<file path="config.mk">
export PLATFORM = sky130hd
export DESIGN_NAME = sleep_period_scheduler_flat
export DESIGN_NICKNAME = d
export VERILOG_FILES = /design/src/rtl/core/sps_pkg.sv /design/src/rtl/core/sps_if.sv /design/src/rtl/core/sps_step.sv /design/src/rtl/core/sleep_period_scheduler.sv /design/src/flat_wrapper.sv
export SDC_FILE = /design/constraint.sdc
export NUM_CORES = 1
export LEC_CHECK = 0
export BUFFER_PORTS_ARGS = -buffer_cell sky130_fd_sc_hd__buf_2
export CORE_UTILIZATION = 29
export CTS_BUF_LIST = sky130_fd_sc_hd__clkbuf_2
export DETAILED_ROUTE_END_ITERATION = 8
export PLACE_DENSITY_LB_ADDON = 0.05
export SETUP_SLACK_MARGIN = 0.3
export SYNTH_ARGS = -nofsm -noshare
export SYNTH_HDL_FRONTEND = slang
export SYNTH_SLANG_ARGS = --single-unit
</file>
<file path="constraint.sdc">
create_clock -name clk_i -period 6 [get_ports clk_i]
set_clock_uncertainty 0.1 [all_clocks]
set_input_delay 1.2 -clock clk_i [delete_from_list [all_inputs] [get_ports clk_i]]
set_output_delay 1.2 -clock clk_i [all_outputs]
set_load 0.005 [all_outputs]
</file>
<file path="src/rtl/core/sps_pkg.sv">
// Shared types and codes for the sleep period scheduler.
// Used by the channel interfaces, the step logic and the top level.
package sps_pkg;

  localparam int unsigned CountW  = 24;
  localparam int unsigned PeriodW = 32;
  localparam int unsigned ModeW   = 2;
  localparam int unsigned ActW    = 2;

  // Event codes carried in the action field.
  localparam logic [ActW-1:0] ACT_START = 2'd0;
  localparam logic [ActW-1:0] ACT_TIMER = 2'd1;
  localparam logic [ActW-1:0] ACT_GPIO  = 2'd2;

  // Deep power mode has no sleep timer.
  localparam logic [ModeW-1:0]   MODE_DEEP   = 2'd3;
  localparam logic [PeriodW-1:0] DEEP_REPORT = 32'd65000;

  typedef struct packed {
    logic [ActW-1:0]    action;
    logic [CountW-1:0]  counter_now;
    logic [PeriodW-1:0] sleep_periods;
    logic [ModeW-1:0]   power_mode;
    logic               gpio_wake_enable;
  } sps_item_t;

  typedef struct packed {
    logic [CountW-1:0]  compare_value;
    logic               load_compare;
    logic               timer_irq_enable;
    logic               enter_sleep;
    logic [ModeW-1:0]   sleep_mode;
    logic               done_res;
    logic [PeriodW-1:0] total_slept;
  } sps_result_t;

  typedef struct packed {
    logic [PeriodW-1:0] remaining;
    logic [PeriodW-1:0] accumulated;
    logic [CountW-1:0]  base_count;
    logic [ModeW-1:0]   active_mode;
    logic               gpio_armed;
    logic               busy;
  } sps_state_t;

endpackage

</file>
<file path="src/rtl/core/sps_if.sv">
// Valid/ready channel interfaces for the sleep period scheduler.
// Depends on sps_pkg for the payload types.
interface sps_in_if;
  logic                valid;
  logic                ready;
  sps_pkg::sps_item_t  data;

  modport source (output valid, output data, input ready);
  modport sink   (input valid, input data, output ready);
endinterface

interface sps_out_if;
  logic                 valid;
  logic                 ready;
  sps_pkg::sps_result_t data;

  modport source (output valid, output data, input ready);
  modport sink   (input valid, input data, output ready);
endinterface

</file>
<file path="src/rtl/core/sps_step.sv">
// Combinational step logic: one event against the scheduler state.
// Depends on sps_pkg; registered on both sides by the top level.
module sps_step #(
  parameter int unsigned PeriodMax = 4000,
  parameter int unsigned TickShift = 12
) (
  input  sps_pkg::sps_item_t   item_i,
  input  sps_pkg::sps_state_t  state_i,
  output sps_pkg::sps_state_t  state_o,
  output sps_pkg::sps_result_t result_o
);

  localparam int unsigned SliceW = $clog2(PeriodMax + 1);
  localparam logic [sps_pkg::PeriodW-1:0] PeriodMaxW = sps_pkg::PeriodW'(PeriodMax);
  localparam logic [SliceW-1:0] PeriodMaxS = SliceW'(PeriodMax);

  function automatic logic [sps_pkg::CountW-1:0] next_cmp(
    input logic [sps_pkg::CountW-1:0]  now,
    input logic [sps_pkg::PeriodW-1:0] left
  );
    logic [SliceW-1:0] slice;
    slice = (left > PeriodMaxW) ? PeriodMaxS : left[SliceW-1:0];
    return now + (sps_pkg::CountW'(slice) << TickShift);
  endfunction

  function automatic logic [sps_pkg::PeriodW-1:0] sat_add(
    input logic [sps_pkg::PeriodW-1:0] a,
    input logic [sps_pkg::PeriodW-1:0] b
  );
    logic [sps_pkg::PeriodW:0] s;
    s = {1'b0, a} + {1'b0, b};
    return s[sps_pkg::PeriodW] ? '1 : s[sps_pkg::PeriodW-1:0];
  endfunction

  logic [sps_pkg::CountW-1:0]  diff;
  logic [sps_pkg::PeriodW-1:0] elapsed;
  logic [sps_pkg::PeriodW-1:0] rem_less;

  // Elapsed counter periods since the last base, counted as at least one.
  assign diff     = item_i.counter_now - state_i.base_count;
  assign rem_less = state_i.remaining - PeriodMaxW;

  always_comb begin
    elapsed = sps_pkg::PeriodW'(diff >> TickShift);
    if (elapsed == '0) begin
      elapsed = sps_pkg::PeriodW'(1);
    end
  end

  always_comb begin
    state_o  = state_i;
    result_o = '0;
    result_o.timer_irq_enable = state_i.busy && (state_i.active_mode != sps_pkg::MODE_DEEP);

    case (item_i.action)
      sps_pkg::ACT_START: begin
        state_o.accumulated = '0;
        state_o.remaining   = item_i.sleep_periods;
        state_o.active_mode = item_i.power_mode;
        result_o.timer_irq_enable = 1'b0;
        if (item_i.power_mode == sps_pkg::MODE_DEEP) begin
          state_o.gpio_armed   = 1'b1;
          state_o.remaining    = sps_pkg::PeriodW'(1);
          state_o.busy         = 1'b1;
          result_o.enter_sleep = 1'b1;
          result_o.sleep_mode  = item_i.power_mode;
        end else if (item_i.sleep_periods == '0) begin
          state_o.gpio_armed = item_i.gpio_wake_enable;
          state_o.busy       = 1'b0;
          result_o.done_res  = 1'b1;
        end else begin
          state_o.gpio_armed        = item_i.gpio_wake_enable;
          state_o.base_count        = item_i.counter_now;
          state_o.busy              = 1'b1;
          result_o.compare_value    = next_cmp(item_i.counter_now, item_i.sleep_periods);
          result_o.load_compare     = 1'b1;
          result_o.timer_irq_enable = 1'b1;
          result_o.enter_sleep      = 1'b1;
          result_o.sleep_mode       = item_i.power_mode;
        end
      end
      sps_pkg::ACT_TIMER, sps_pkg::ACT_GPIO: begin
        if (state_i.busy) begin
          if (state_i.active_mode == sps_pkg::MODE_DEEP) begin
            state_o.remaining = '0;
            state_o.busy      = 1'b0;
            result_o.timer_irq_enable = 1'b0;
            result_o.done_res    = 1'b1;
            result_o.total_slept = sps_pkg::DEEP_REPORT;
          end else if (item_i.action == sps_pkg::ACT_TIMER) begin
            if (state_i.remaining <= PeriodMaxW) begin
              state_o.accumulated = sat_add(state_i.accumulated, state_i.remaining);
              state_o.remaining   = '0;
              state_o.busy        = 1'b0;
              result_o.timer_irq_enable = 1'b0;
              result_o.done_res    = 1'b1;
              result_o.total_slept = state_o.accumulated;
            end else begin
              // Advance one full slice and reload the compare.
              state_o.base_count  = item_i.counter_now;
              state_o.accumulated = sat_add(state_i.accumulated, PeriodMaxW);
              state_o.remaining   = rem_less;
              result_o.compare_value    = next_cmp(item_i.counter_now, rem_less);
              result_o.load_compare     = 1'b1;
              result_o.timer_irq_enable = 1'b1;
              result_o.enter_sleep      = 1'b1;
              result_o.sleep_mode       = state_i.active_mode;
            end
          end else if (state_i.gpio_armed) begin
            state_o.accumulated = sat_add(state_i.accumulated, elapsed);
            state_o.remaining   = '0;
            state_o.busy        = 1'b0;
            result_o.timer_irq_enable = 1'b0;
            result_o.done_res    = 1'b1;
            result_o.total_slept = state_o.accumulated;
          end else begin
            // Unarmed wake: go back to sleep on the same compare.
            result_o.timer_irq_enable = 1'b1;
            result_o.enter_sleep      = 1'b1;
            result_o.sleep_mode       = state_i.active_mode;
          end
        end
      end
      default: begin
      end
    endcase
  end

endmodule

</file>
<file path="src/rtl/core/sleep_period_scheduler.sv">
// Top level of the sleep period scheduler: input register, step logic, result register.
// Depends on sps_pkg, sps_if (sps_in_if, sps_out_if) and sps_step.
//
//   channel | dir | payload      | transfer when
//   --------+-----+--------------+--------------------------
//   in_i    | in  | sps_item_t   | in_i.valid && in_i.ready
//   out_o   | out | sps_result_t | out_o.valid && out_o.ready
//
// One result per event. The event is captured in the input register, then the
// step logic computes the result and the new state into the result register.
// Throughput is one event per cycle while the result register is free or drains.
// Reset clears both valid flags and all scheduler state (idle).
// A held result stalls the input register only when it is full; otherwise a
// new event is still taken while the result waits.
module sleep_period_scheduler #(
  parameter int unsigned PeriodMax = 4000,
  parameter int unsigned TickShift = 12
) (
  input  logic        clk_i,
  input  logic        rst_ni,
  sps_in_if.sink      in_i,
  sps_out_if.source   out_o
);

  // Input register stage.
  logic               s1_valid_q;
  sps_pkg::sps_item_t s1_item_q;

  // Result register stage.
  logic                 out_valid_q;
  sps_pkg::sps_result_t out_data_q;

  // Scheduler state, updated when an event moves into the result register.
  sps_pkg::sps_state_t  state_q;
  sps_pkg::sps_state_t  state_d;
  sps_pkg::sps_result_t result_d;

  logic advance;

  // Move the captured event on whenever the result register is free or drains.
  assign advance    = s1_valid_q && (!out_valid_q || out_o.ready);
  assign in_i.ready = !s1_valid_q || advance;

  assign out_o.valid = out_valid_q;
  assign out_o.data  = out_data_q;

  sps_step #(
    .PeriodMax (PeriodMax),
    .TickShift (TickShift)
  ) u_step (
    .item_i   (s1_item_q),
    .state_i  (state_q),
    .state_o  (state_d),
    .result_o (result_d)
  );

  always_ff @(posedge clk_i or negedge rst_ni) begin
    if (!rst_ni) begin
      s1_valid_q <= 1'b0;
    end else if (in_i.ready) begin
      s1_valid_q <= in_i.valid;
    end
  end

  // Capture the event payload on each input transfer.
  always_ff @(posedge clk_i) begin
    if (in_i.valid && in_i.ready) begin
      s1_item_q <= in_i.data;
    end
  end

  always_ff @(posedge clk_i or negedge rst_ni) begin
    if (!rst_ni) begin
      out_valid_q <= 1'b0;
      state_q     <= '0;
    end else begin
      if (advance) begin
        out_valid_q <= 1'b1;
        state_q     <= state_d;
      end else if (out_o.ready) begin
        out_valid_q <= 1'b0;
      end
    end
  end

  // Hold the result until its transfer.
  always_ff @(posedge clk_i) begin
    if (advance) begin
      out_data_q <= result_d;
    end
  end

  // A finished sleep never asks for sleep or leaves the timer interrupt on.
  a_done_quiet: assert property (@(posedge clk_i) disable iff (!rst_ni)
    out_valid_q && out_data_q.done_res |-> !out_data_q.enter_sleep &&
      !out_data_q.timer_irq_enable && !out_data_q.load_compare)
    else $error("finish result asks for sleep or timer");

  // A compare load always comes with a timed sleep request.
  a_load_sleeps: assert property (@(posedge clk_i) disable iff (!rst_ni)
    out_valid_q && out_data_q.load_compare |-> out_data_q.enter_sleep &&
      out_data_q.timer_irq_enable && (out_data_q.sleep_mode != sps_pkg::MODE_DEEP))
    else $error("compare load without timed sleep");

  // A finish result leaves the scheduler idle.
  a_done_idle: assert property (@(posedge clk_i) disable iff (!rst_ni)
    advance && result_d.done_res |=> !state_q.busy)
    else $error("scheduler still busy after finish");

  // The state holds while no event moves into the result register.
  a_state_hold: assert property (@(posedge clk_i) disable iff (!rst_ni)
    !advance |=> $stable(state_q))
    else $error("state changed without an event");

endmodule

</file>
<file path="src/flat_wrapper.sv">
// flat-port wrapper written by rule: the top's interface ports become plain ports
module sleep_period_scheduler_flat 
#(
  parameter int unsigned PeriodMax = 4000,
  parameter int unsigned TickShift = 12
)
  (clk_i, rst_ni, in_i_valid, in_i_data, in_i_ready, out_o_valid, out_o_data, out_o_ready);
  sps_in_if in_i_i ();
  sps_out_if out_o_i ();
  input  logic clk_i;
  input  logic rst_ni;
  input wire logic [$bits(in_i_i.valid)-1:0] in_i_valid;
  input wire logic [$bits(in_i_i.data)-1:0] in_i_data;
  output wire logic [$bits(in_i_i.ready)-1:0] in_i_ready;
  output wire logic [$bits(out_o_i.valid)-1:0] out_o_valid;
  output wire logic [$bits(out_o_i.data)-1:0] out_o_data;
  input wire logic [$bits(out_o_i.ready)-1:0] out_o_ready;
  assign in_i_i.valid = in_i_valid;
  assign in_i_i.data = in_i_data;
  assign in_i_ready = in_i_i.ready;
  assign out_o_valid = out_o_i.valid;
  assign out_o_data = out_o_i.data;
  assign out_o_i.ready = out_o_ready;
  sleep_period_scheduler #(.PeriodMax(PeriodMax), .TickShift(TickShift)) u_core (.clk_i(clk_i), .rst_ni(rst_ni), .in_i(in_i_i), .out_o(out_o_i));
endmodule
</file>
==> metrics.txt, run 1 <==
placement-stage cell area 0.0163 mm2; critical path launch point u_core.s1_item_q[45]; total power roughly 8.0 mW; DP Wirelength approximately 37000 um; routed len/inst about 20 um; vias post-DR 12899; CP Launch Type flop; max-slew violations 0; most common cell after layout, fill and taps aside nor2_1; endpoints failing setup 0; # Max-Cap Violations 0; most frequent cells in the layout nor2_1, nand2_1, buf_2, edfxtp_1, a21oi_1; maximum vdd drop about 0.18 mV; Post-synth EDFFs approximately 120; Critical Path RT 6.74 ns; Num CTS Buffers 67; IO Pins between 100 and 150; # fillers 5123; routed wire length roughly 50000 um; DRT Pass-1 Iters 5; synthesis-stage register bit count around 220; Syn-to-layout area delta 23.7%; Iteration-0 DRC Markers approximately 860; Initial Util roughly 30%; Pleak 7.53 nW; Ys Warns 0; PwrDens about 440 mW/mm2; sequential share of the synthesized area roughly two fifths; CTS H-tree lvls 3; vias in the first global route 12689; status finished, final reports clean; Cell variety after synth 73; TritonCTS clock tree built; critical path class flop to flop; Most Used Layer, Global Route met2; ranking of synthesized cells by area edfxtp_1, dfrtp_1, ha_1, o21ai_0, xnor2_1; maximum clock rate about 0.17 GHz; root cell of the clock tree clkbuf_2; Vias per Instance approximately 5.1; RSZ-0062 raised after global routing true; total die area 0.0512 mm2; CTS sink cnt 217; IO Port Bufs 128; met2 usage between 20 and 30%; Post-Syn Area ~0.015 mm2; Async SR Flop Fraction between 40% and 50%; Final Cycle Share 97.9%; total grt overflow 0; Post-route DRC 0; core area slightly below 0.05 mm2; Yosys top cell area share approximately a quarter; Die Width roughly 230 um; antenna violations before repair 1; Syn Area/Cell 9.25 um2; largest net degree at the start of global routing between 60 and 70; Least-Margin Pin Slew 1.43 ns; dominant synthesized flop cell edfxtp_1; Min-Delay Path Class primary input to async pin; # rows 81; Final TNS setup 0 ns; gr usage total about a fifth; Hold Fails Final Rpt 0; worst reg2reg path startpoint u_core.s1_item_q[45]; gpl congestion ~0.84; first-pass GRT wire length roughly 76000 um; clock-pin slew of the registers on the worst-case setup and hold paths 0.11 ns; Period minus WS final between 5 and 6 ns; critical path arrival 6.61 ns; post-cts hold buffer count 0; Reg-to-Reg End u_core.out_o.data[26]; worst-path fanout max 4; post-synthesis cell count about 1600; met3 Track Usage GR approximately 3.8%; Longest Clk Path Bufs 3; share of layout cells above drive strength 1 between 20% and 30%; R2R depth 24; Worst slew margin between 4 and 5%; Die Height 226 um; Synth area leader edfxtp_1; design area 0.0180 mm2; worst skew pair latency 1.04 ns; GR Layer Usage met1 around 28%; Synthesized Nets approximately 1700; Routed Antenna Nets 0; Crit. End Element flop; R2R Setup Slk between 0.1 and 0.15 ns; Final #Nets between 1500 and 2000
## what timing repair did
item | 4_1_cts | 5_1_grt
gates resized for setup | 35 | 131
pin swaps | 21 | 65
setup endpoints to repair | 56 | 64
cloned | 1 | 1
setup buffers | 25 | 21
## routing by layer
layer  share of wire (%)  vias to the layer above
met5                   0                        -
met4                 1.7                        0
met3                 5.2                       65
met2                  43                      318
met1                  50                     6216
li1                    -                     6300
## sequential cells by signal, indices dropped and copies added, names as in the netlist
signal and count:
u_core.out_o.valid 1, u_core.out_o.data 62, u_core.s1_item_q 61, u_core.s1_valid_q 1, u_core.state_q 92
## synthesized netlist by cell type, types with 9 or more instances
master,count
xnor2_1,71
o21a_1,12
a31oi_1,15
and2_1,27
nor4_1,15
a221oi_1,13
inv_1,63
xor2_1,41
a21oi_1,121
edfxtp_1,123
nand2b_1,16
a22oi_1,23
o22ai_1,17
mux2_2,28
nand3_1,29
nand4_1,16
o21bai_1,16
a21o_1,33
nor2_1,156
o21ai_1,12
dfrtp_1,94
o221ai_1,9
ha_1,96
nor2b_1,24
o21ai_0,133
nand2_1,139
clkbuf_1,55
and3_1,10
nor3_1,39
## cell type report
| class | instances | area, um2 | area share [%] |
|---|---|---|---|
| Sequential cell | 217 | 6050 | 33.5 |
| Timing Repair Buffer | 233 | 1570 | 8.68 |
| Tap cell | 664 | 831 | 4.61 |
| Clock buffer | 108 | 541 | 3.00 |
| Inverter | 63 | 236 | 1.31 |
| Antenna cell | 1 | 2.50 | 0.0139 |
| Clock inverter | 15 | 148 | 0.819 |
| Multi-Input combinational cell | 1229 | 8660 | 48.0 |
## worst max path at each step
stage,depth (start not counted),endpoint
after detailed placement,24,u_core.state_q[58]
after global placement,24,u_core.state_q[58]
final,24,u_core.out_o.data[26]
after CTS,24,u_core.state_q[58]
after floorplan,25,u_core.state_q[58]
after global routing,25,u_core.out_o.data[26]
## per-stage QoR
stage,hold WS [ns],utilization [%],std cells,setup slack [ns]
6_report,0.159,36.6,2530,0.126
5_1_grt,0.143,36.6,2530,-0.137
4_1_cts,0.0569,35.0,2507,0.118
3_5_place_dp,0.393,33.0,2358,-0.0288
3_3_place_gp,0.381,33.0,2358,0.0847
2_1_floorplan,0.357,-,1575,0.322
## power by group
group	switching [mW]	internal (mW)	total, mW
Clock	0.731	0.601	1.33
Combinational	2.48	1.82	4.30
Sequential	0.456	1.91	2.37
Total	3.67	4.33	8.00
## logic make-up (layout without fill, tap and decap cells)
family / after synthesis / in the layout / synth area share (%)
buffers and inverters: 129 / 419 / 3.55
multiplexers: 32 / 32 / 2.44
other: 0 / 1 / 0
adder cells (fa/ha/maj): 100 / 100 / 8.79
XOR/XNOR: 112 / 112 / 6.73
flip-flops: 217 / 217 / 41.5
AND/OR/NAND/NOR: 514 / 514 / 16.8
AO/OA/AOI/OAI: 471 / 471 / 20.2
## critical path, stage by stage, from the launching register on
cell and delay (ns):
edfxtp_1 0.43, ha_1 0.33, a21o_1 0.19, nand3_1 0.08, o211ai_1 0.13, a22o_1 0.28, a31o_1 0.26, a21oi_2 0.17
xnor2_1 0.11, or4_1 0.55, or4_4 0.45, o311ai_4 0.23, ha_2 0.23, inv_2 0.04, fa_2 0.35, nor2b_1 0.14
o21ai_1 0.08, nand2b_1 0.11, a221oi_2 0.08, o31a_1 0.35, nor2b_2 0.23, nor2b_2 0.27, nor2_1 0.06, a311o_1 0.32
a21oi_1 0.14
(Power assumes the default switching activity.)
==> inputs of run 2 (changes only) <==
Settings changed: SYNTH_HIERARCHICAL set to 1.
==> run 2 against run 1 <==
Effect of this change: non-clock buffer count is 7 lower; global-route usage is 3.0 points higher; worst setup slack better by 0.38 ns; maximum frequency is 6.9% higher; sequential share of layout area is 3.3 points lower; register-to-register slack better by 0.38 ns; count of clock-buffer cells in the layout is 7 lower; synthesized cell count is 19% higher; utilization is 2.7 points lower; hold slack better by 0.0047 ns; largest cell class unchanged; area after synthesis is 18% higher.
==> metrics.txt, run 2 <==
Syn-to-layout area delta 15.9%; total power 7.62 mW (-4.7%); Synthesized Nets 2031 (+17%); Synth area leader edfxtp_1; routed len/inst 24.1 um (+21%); maximum vdd drop 0.143 mV (-22%); Pleak 8.76 nW (+16%); Initial Util 29.3% (-0.32 points); commonest cells in the netlist nand2_1, a21oi_1, nor2_1; Longest Clk Path Bufs 3 (unchanged); sequential share of the synthesized area 35.1% (-6.4 points); vias in the first global route 15128 (+19%); critical path arrival 6.24 ns (-0.37 ns); IO Pins 129 (unchanged); Hold Fails Final Rpt 0 (unchanged); core area 0.0589 mm2 (+20%); IO Port Bufs 128 (unchanged); GR Layer Usage met1 32.5% (+4.2 points); DP Wirelength 50600 um (+38%); Die Height 246 um (+8.7%); worst skew pair latency 1.10 ns (+0.06 ns); critical path launch point u_core/s1_item_q[41]; Ys Warns 6 (+6); CP Launch Type flop; routed wire length 69500 um (+38%); Post-synth EDFFs 123 (unchanged); Most Used Layer, Global Route met2; Async SR Flop Fraction 43.3% (unchanged); adder-cell share of the synthesized area 7.36% (-1.4 points); Vias per Instance 5.47 (+7.3%); count leader, synth nand2_1; worst-path fanout max 9 (+5); PwrDens 381 mW/mm2 (-14%); Final #Nets 2221 (+12%); XOR/XNOR Fraction of Synth Area 5.54% (-1.2 points); # rows 89 (+9.9%); most frequent cells in the layout nand2_1, a21oi_1, nor2_1, buf_2, edfxtp_1; Period minus WS final 5.50 ns (-0.377 ns); DRT Pass-1 Iters 5 (unchanged); largest family of logic cells by synthesized area compound AO/OA/AOI/OAI gates; CTS H-tree lvls 3 (unchanged); # fillers 6153 (+20%); Synth Area in Compound Gates 22.8% (+2.6 points); Die Width 246 um (+8.7%); Syn Area/Cell 9.24 um2 (-0.18%); dominant synthesized flop cell edfxtp_1; CTS sink cnt 217 (unchanged); met3 Track Usage GR 4.21% (+0.41 points); status finished, final reports clean; met2 usage 34.2% (+4.6 points); ranking of synthesized cells by area edfxtp_1, dfrtp_1, ha_1, mux2_4, a21oi_1; max-slew violations 0 (unchanged); # Max-Cap Violations 0 (unchanged); total die area 0.0604 mm2 (+18%); Num CTS Buffers 69 (+3.0%); gr usage total 22.7% (+3.0 points); TritonCTS clock tree built; gpl congestion 0.909 (+8.4%); RSZ-0062 raised after global routing true; mux cell area share after synthesis 8.08% (+5.6 points); share of layout cells above drive strength 1 24.5% (-1.9 points); maximum clock rate 0.182 GHz (+6.9%); Hold Path Origin in_i_data[23]; endpoints failing setup 0 (unchanged); Critical Path RT 6.75 ns (about the same); antenna violations before repair 5 (+4); critical path class flop to flop; most common cell after layout, fill and taps aside nand2_1; Min-Delay Path Class primary input to flop; Final Cycle Share 91.6% (-6.3 points); vias post-DR 15792 (+22%); Final TNS setup 0 ns (unchanged); Crit. End Element flop; synthesis-stage register bit count 217 (unchanged); Yosys top cell area share 21.4% (-3.9 points); Worst slew margin 31.7% (+27 points); total grt overflow 0 (unchanged); post-synthesis cell count 1867 (+19%); largest net degree at the start of global routing 69 (+7.8%); Iteration-0 DRC Markers 1350 (+57%); R2R Setup Slk 0.50 ns (+0.38 ns); Routed Antenna Nets 0 (unchanged); root cell of the clock tree clkbuf_2; Cell variety after synth 99 (+36%); Synth Area in Simple Gates 16.8% (about the same); Post-route DRC 0 (unchanged); worst reg2reg path startpoint u_core/s1_item_q[41]; Least-Margin Pin Slew 1.02 ns (-0.408 ns); Largest register FFs 92 (unchanged); clock-pin slew of the registers on the worst-case setup and hold paths 0.11 ns (about the same); Reg with most FFs u_core/state_q; first-pass GRT wire length 101000 um (+33%); Post-Syn Area 0.0172 mm2 (+18%)
-- run 2: cell families (layout without fill, tap and decap cells) --
logic type | Yosys count | after routing
flops | 217 | 217
compound gates | 592 | 592
buf+inv | 161 | 404
other cells | 0 | 5
fa+ha+maj | 99 | 99
xor+xnor | 109 | 109
mux | 101 | 101
simple gates | 588 | 588
-- run 2: worst paths after layout --
| path | end | cells after the start |
|---|---|---|
| min | u_core/s1_item_q[23] | 1 |
| min in group asynchronous | u_core/state_q[83] | 2 |
| min reg2reg | u_core/state_q[4] | 1 |
| max | u_core/out_o.data[4] | 21 |
| max reg2reg | u_core/out_o.data[4] | 21 |
| max in group asynchronous | u_core/state_q[7] | 3 |
-- run 2: routing by layer --
layer	share of wire (%)	wire (um)
met2	44	30300
met5	0.014	10
met3	5.9	4100
met4	2.7	1870
met1	48	33200
-- run 2: critical path, cell delays in order, from the launching register on --
cell	delay (ns)
edfxtp_1	0.44
ha_4	0.31
nand2_1	0.08
nor2_1	0.12
a21oi_2	0.06
buf_4	0.15
o211ai_1	0.25
a311o_1	0.31
xor2_2	0.11
or3_1	0.35
or3_4	0.34
o41ai_4	0.35
ha_2	0.25
fa_2	0.24
a211oi_2	0.09
o21ai_2	0.28
a31o_2	0.23
nand3_1	0.13
nand2_2	0.22
o21ai_0	0.21
a2111oi_2	0.47
buf_4	0.19
-- run 2: repair_timing --
item | 4_1_cts | 5_1_grt
gates resized for setup | 4 | 52
setup endpoints to repair | 12 | 53
pin swaps | 1 | 29
setup buffers | 1 | 13
hold endpoints to repair | 7 | 0
hold buffers | 1 | 0
-- run 2: where the power goes --
group	switching [mW]	leakage, nW	internal, mW
Clock	0.748	0.483	0.499
Sequential	0.437	2.45	1.86
Combinational	2.41	5.82	1.67
Total	3.59	8.76	4.02
-- run 2: area by class of cell --
type | count | area, um2 | share of cell area (%)
Multi-Input combinational cell | 1489 | 10700 | 53.7
Sequential cell | 217 | 6050 | 30.3
Inverter | 54 | 204 | 1.02
Timing Repair Buffer | 226 | 1390 | 6.95
Clock buffer | 101 | 505 | 2.53
Clock inverter | 23 | 130 | 0.651
Antenna cell | 5 | 12.5 | 0.0626
Tap cell | 773 | 967 | 4.84
-- run 2: metrics by stage --
step	hold WS (ns)	cell area (um2)	instances	utilization, %	worst slack (ns)
5_1_grt	0.0324	20000	2888	33.9	0.267
3_5_place_dp	0.413	19000	2744	32.2	0.279
3_3_place_gp	0.417	19000	2744	32.2	0.354
4_1_cts	0.0393	19600	2870	33.3	0.347
6_report	0.164	20000	2888	33.9	0.504
2_1_floorplan	0.377	17200	1867	-	0.706
==> inputs of run 3 (changes only) <==
Settings changed: CORE_ASPECT_RATIO set to 2.
==> run 3 against run 2 <==
Effect of this change: non-clock buffer count increased by 19; clock power decreased by 9%; count of clock-buffer cells in the layout down 22; flip-flop and latch count stayed put; combinational power grew 3%; final cell count decreased by 0.28%; utilization is 0.12 points higher; global-route usage grew 1.8 points; first-iteration DRC count shrank 29%; critical path type unchanged; highest routed layer is now met4.
==> metrics.txt, run 3 (same netlist as run 2, synthesis figures left out) <==
status finished, final reports clean; maximum vdd drop 0.146 mV (+2.6%); critical path launch point u_core/state_q[66]; Pleak 8.79 nW (+0.31%); Largest register FFs 92 (unchanged); largest net degree at the start of global routing 78 (+13%); worst reg2reg path startpoint u_core/state_q[66]; design area 0.0201 mm2 (+0.44%); Critical Path RT 6.70 ns (-0.05 ns); final non-filler cell total 2880 (-0.28%); Final Util 34.0% (+0.12 points); met2 usage 47.1% (+13 points); Storage cell area 0.00605 mm2 (about the same); Iteration-0 DRC Markers 959 (-29%); root cell of the clock tree clkbuf_2; # Max-Cap Violations 0 (unchanged); gpl congestion 0.947 (+4.2%); Cells after DPL 2756 (+0.44%); Post-route DRC 0 (unchanged); Initial Util 29.2% (about the same); antenna violations before repair 1 (-4); Hold Path Origin in_i_data[19]; Sw Ratio 47.8% (+0.60 points); worst-path fanout max 11 (+2); Most Used Layer, Global Route met2; core area 0.0590 mm2 (about the same); P_sw 3.65 mW (+1.6%); Final #Nets 2228 (+0.32%); Worst slew margin 22.6% (-9.1 points); Min-Delay Path Class primary input to flop; Syn-to-layout area delta 16.4%; Logic pwr share 54.8% (+1.2 points); # rows 126 (+42%); Least-Margin Pin Slew 1.15 ns (+0.129 ns); clock share of power 14.9% (-1.5 points); GR Layer Usage met1 24.2% (-8.4 points); Final TNS setup 0 ns (unchanged); PwrDens 381 mW/mm2 (-0.11%); worst skew pair latency 1.06 ns (-0.04 ns); Die Width 174 um (-29%); CTS sink cnt 217 (unchanged); Internal 3.99 mW (-0.80%); Num CTS Buffers 57 (-17%); DRT Pass-1 Iters 5 (unchanged); routed wire length 75000 um (+8.0%); area of the multi-input gates 0.0108 mm2 (+0.47%); CP Launch Type flop; critical path arrival 6.24 ns (about the same); share of layout cells above drive strength 1 24.2% (-0.30 points); max-slew violations 0 (unchanged); Routed Antenna Nets 0 (unchanged); met3 Track Usage GR 3.04% (-1.2 points); Final Cycle Share 92.3% (+0.71 points); # fillers 6225 (+1.2%); Reg power frac 30.4% (+0.3 points); clock-pin slew of the registers on the worst-case setup and hold paths 0.13 ns (+0.02 ns); Longest Clk Path Bufs 3 (unchanged); first-pass GRT wire length 109000 um (+7.7%); TritonCTS clock tree built; DP Wirelength 56600 um (+12%); CTS H-tree lvls 2 (-1); most common cell after layout, fill and taps aside nand2_1; maximum clock rate 0.181 GHz (-0.77%); Reg with most FFs u_core/state_q; gr usage total 24.5% (+1.8 points); RSZ-0062 raised after global routing true; endpoints failing setup 0 (unchanged); total die area 0.0605 mm2 (about the same); Vias per Instance 5.56 (+1.7%); Hold Fails Final Rpt 0 (unchanged); Die Height 347 um (+41%); Crit. End Element flop; routed len/inst 26.1 um (+8.3%); total grt overflow 0 (unchanged); most frequent cells in the layout nand2_1, a21oi_1, nor2_1, buf_2, edfxtp_1; critical path class flop to flop; Period minus WS final 5.54 ns (+0.0426 ns); placement-stage cell area 0.0191 mm2 (+0.72%); IO Port Bufs 128 (unchanged); vias in the first global route 16490 (+9.0%); IO Pins 129 (unchanged); vias post-DR 16010 (+1.4%)
run 3: cell count changes in the layout (fill, tap and decap cells not counted), sizes merged:
cell,before,now
clkinv,19,25
inv,55,54
diode,5,1
buf,225,244
clkbuf,101,79
clkinvlp,2,1
run 3: path summary, 6_finish.rpt:
| check | cells after the start | to | slack (ns) |
|---|---|---|---|
| max in group asynchronous | 3 | u_core/state_q[35] | 4.19 |
| setup / recovery | 21 | u_core/out_o.data[60] | 0.46 |
| min in group asynchronous | 2 | u_core/state_q[5] | 0.36 |
| hold / removal | 1 | u_core/s1_item_q[19] | 0.21 |
| hold reg to reg | 1 | u_core/state_q[4] | 0.44 |
| setup reg to reg | 21 | u_core/out_o.data[60] | 0.46 |
run 3: layout make-up:
cell class / count / area share (%)
clock buffer: 79 / 1.97
timing repair buffer: 245 / 7.69
tap: 768 / 4.79
clock inverter: 27 / 0.698
inverter: 54 / 1.02
multi-input combinational: 1489 / 53.7
sequential: 217 / 30.1
antenna: 1 / 0.0125
run 3: layer usage:
layer | routed length, um | vias up
met5 | 0 | -
met4 | 5600 | 0
met3 | 3470 | 214
met2 | 40500 | 671
met1 | 25500 | 7742
li1 | - | 7383
run 3: power by group through the flow:
stage	clock (mW)	sequential (mW)	combinational, mW
finish	1.14	2.32	4.19
global route	1.26	2.37	4.53
CTS	1.21	2.32	3.97
detailed placement	0	2.35	3.92
global placement	0	2.35	3.92
floorplan	0	2.11	2.66
run 3: what timing repair did:
| item | 4_1_cts | 5_1_grt |
|---|---|---|
| buffers inserted | 1 | 15 |
| hold buffers | 1 | 0 |
| setup endpoints to repair | 19 | 49 |
| pin swaps | 2 | 24 |
| resized for setup | 11 | 54 |
| hold endpoints to repair | 2 | 0 |
run 3: worst max-delay path: stages (launching register included):
cell	delay, ns
dfrtp_2	0.46
buf_4	0.15
o211a_1	0.27
a211o_1	0.44
nor2_1	0.41
nor4_2	0.11
a311oi_1	0.44
nor2_1	0.09
and4_1	0.18
buf_6	0.15
and2_1	0.16
ha_1	0.21
fa_1	0.41
a21o_1	0.20
a21oi_1	0.24
o21ai_0	0.22
a21o_1	0.22
a21oi_1	0.26
o21ai_0	0.16
xor2_1	0.16
a22oi_1	0.20
nor2_1	0.06
run 3: per-stage QoR:
stage	setup slack [ns]	power [mW]	hold slack [ns]
after floorplan	0.706	4.77	0.377
after global placement	0.156	6.27	0.412
after detailed placement	0.0630	6.27	0.418
after CTS	0.314	7.50	0.0458
after global routing	0.231	8.16	0.0879
final	0.461	7.65	0.206
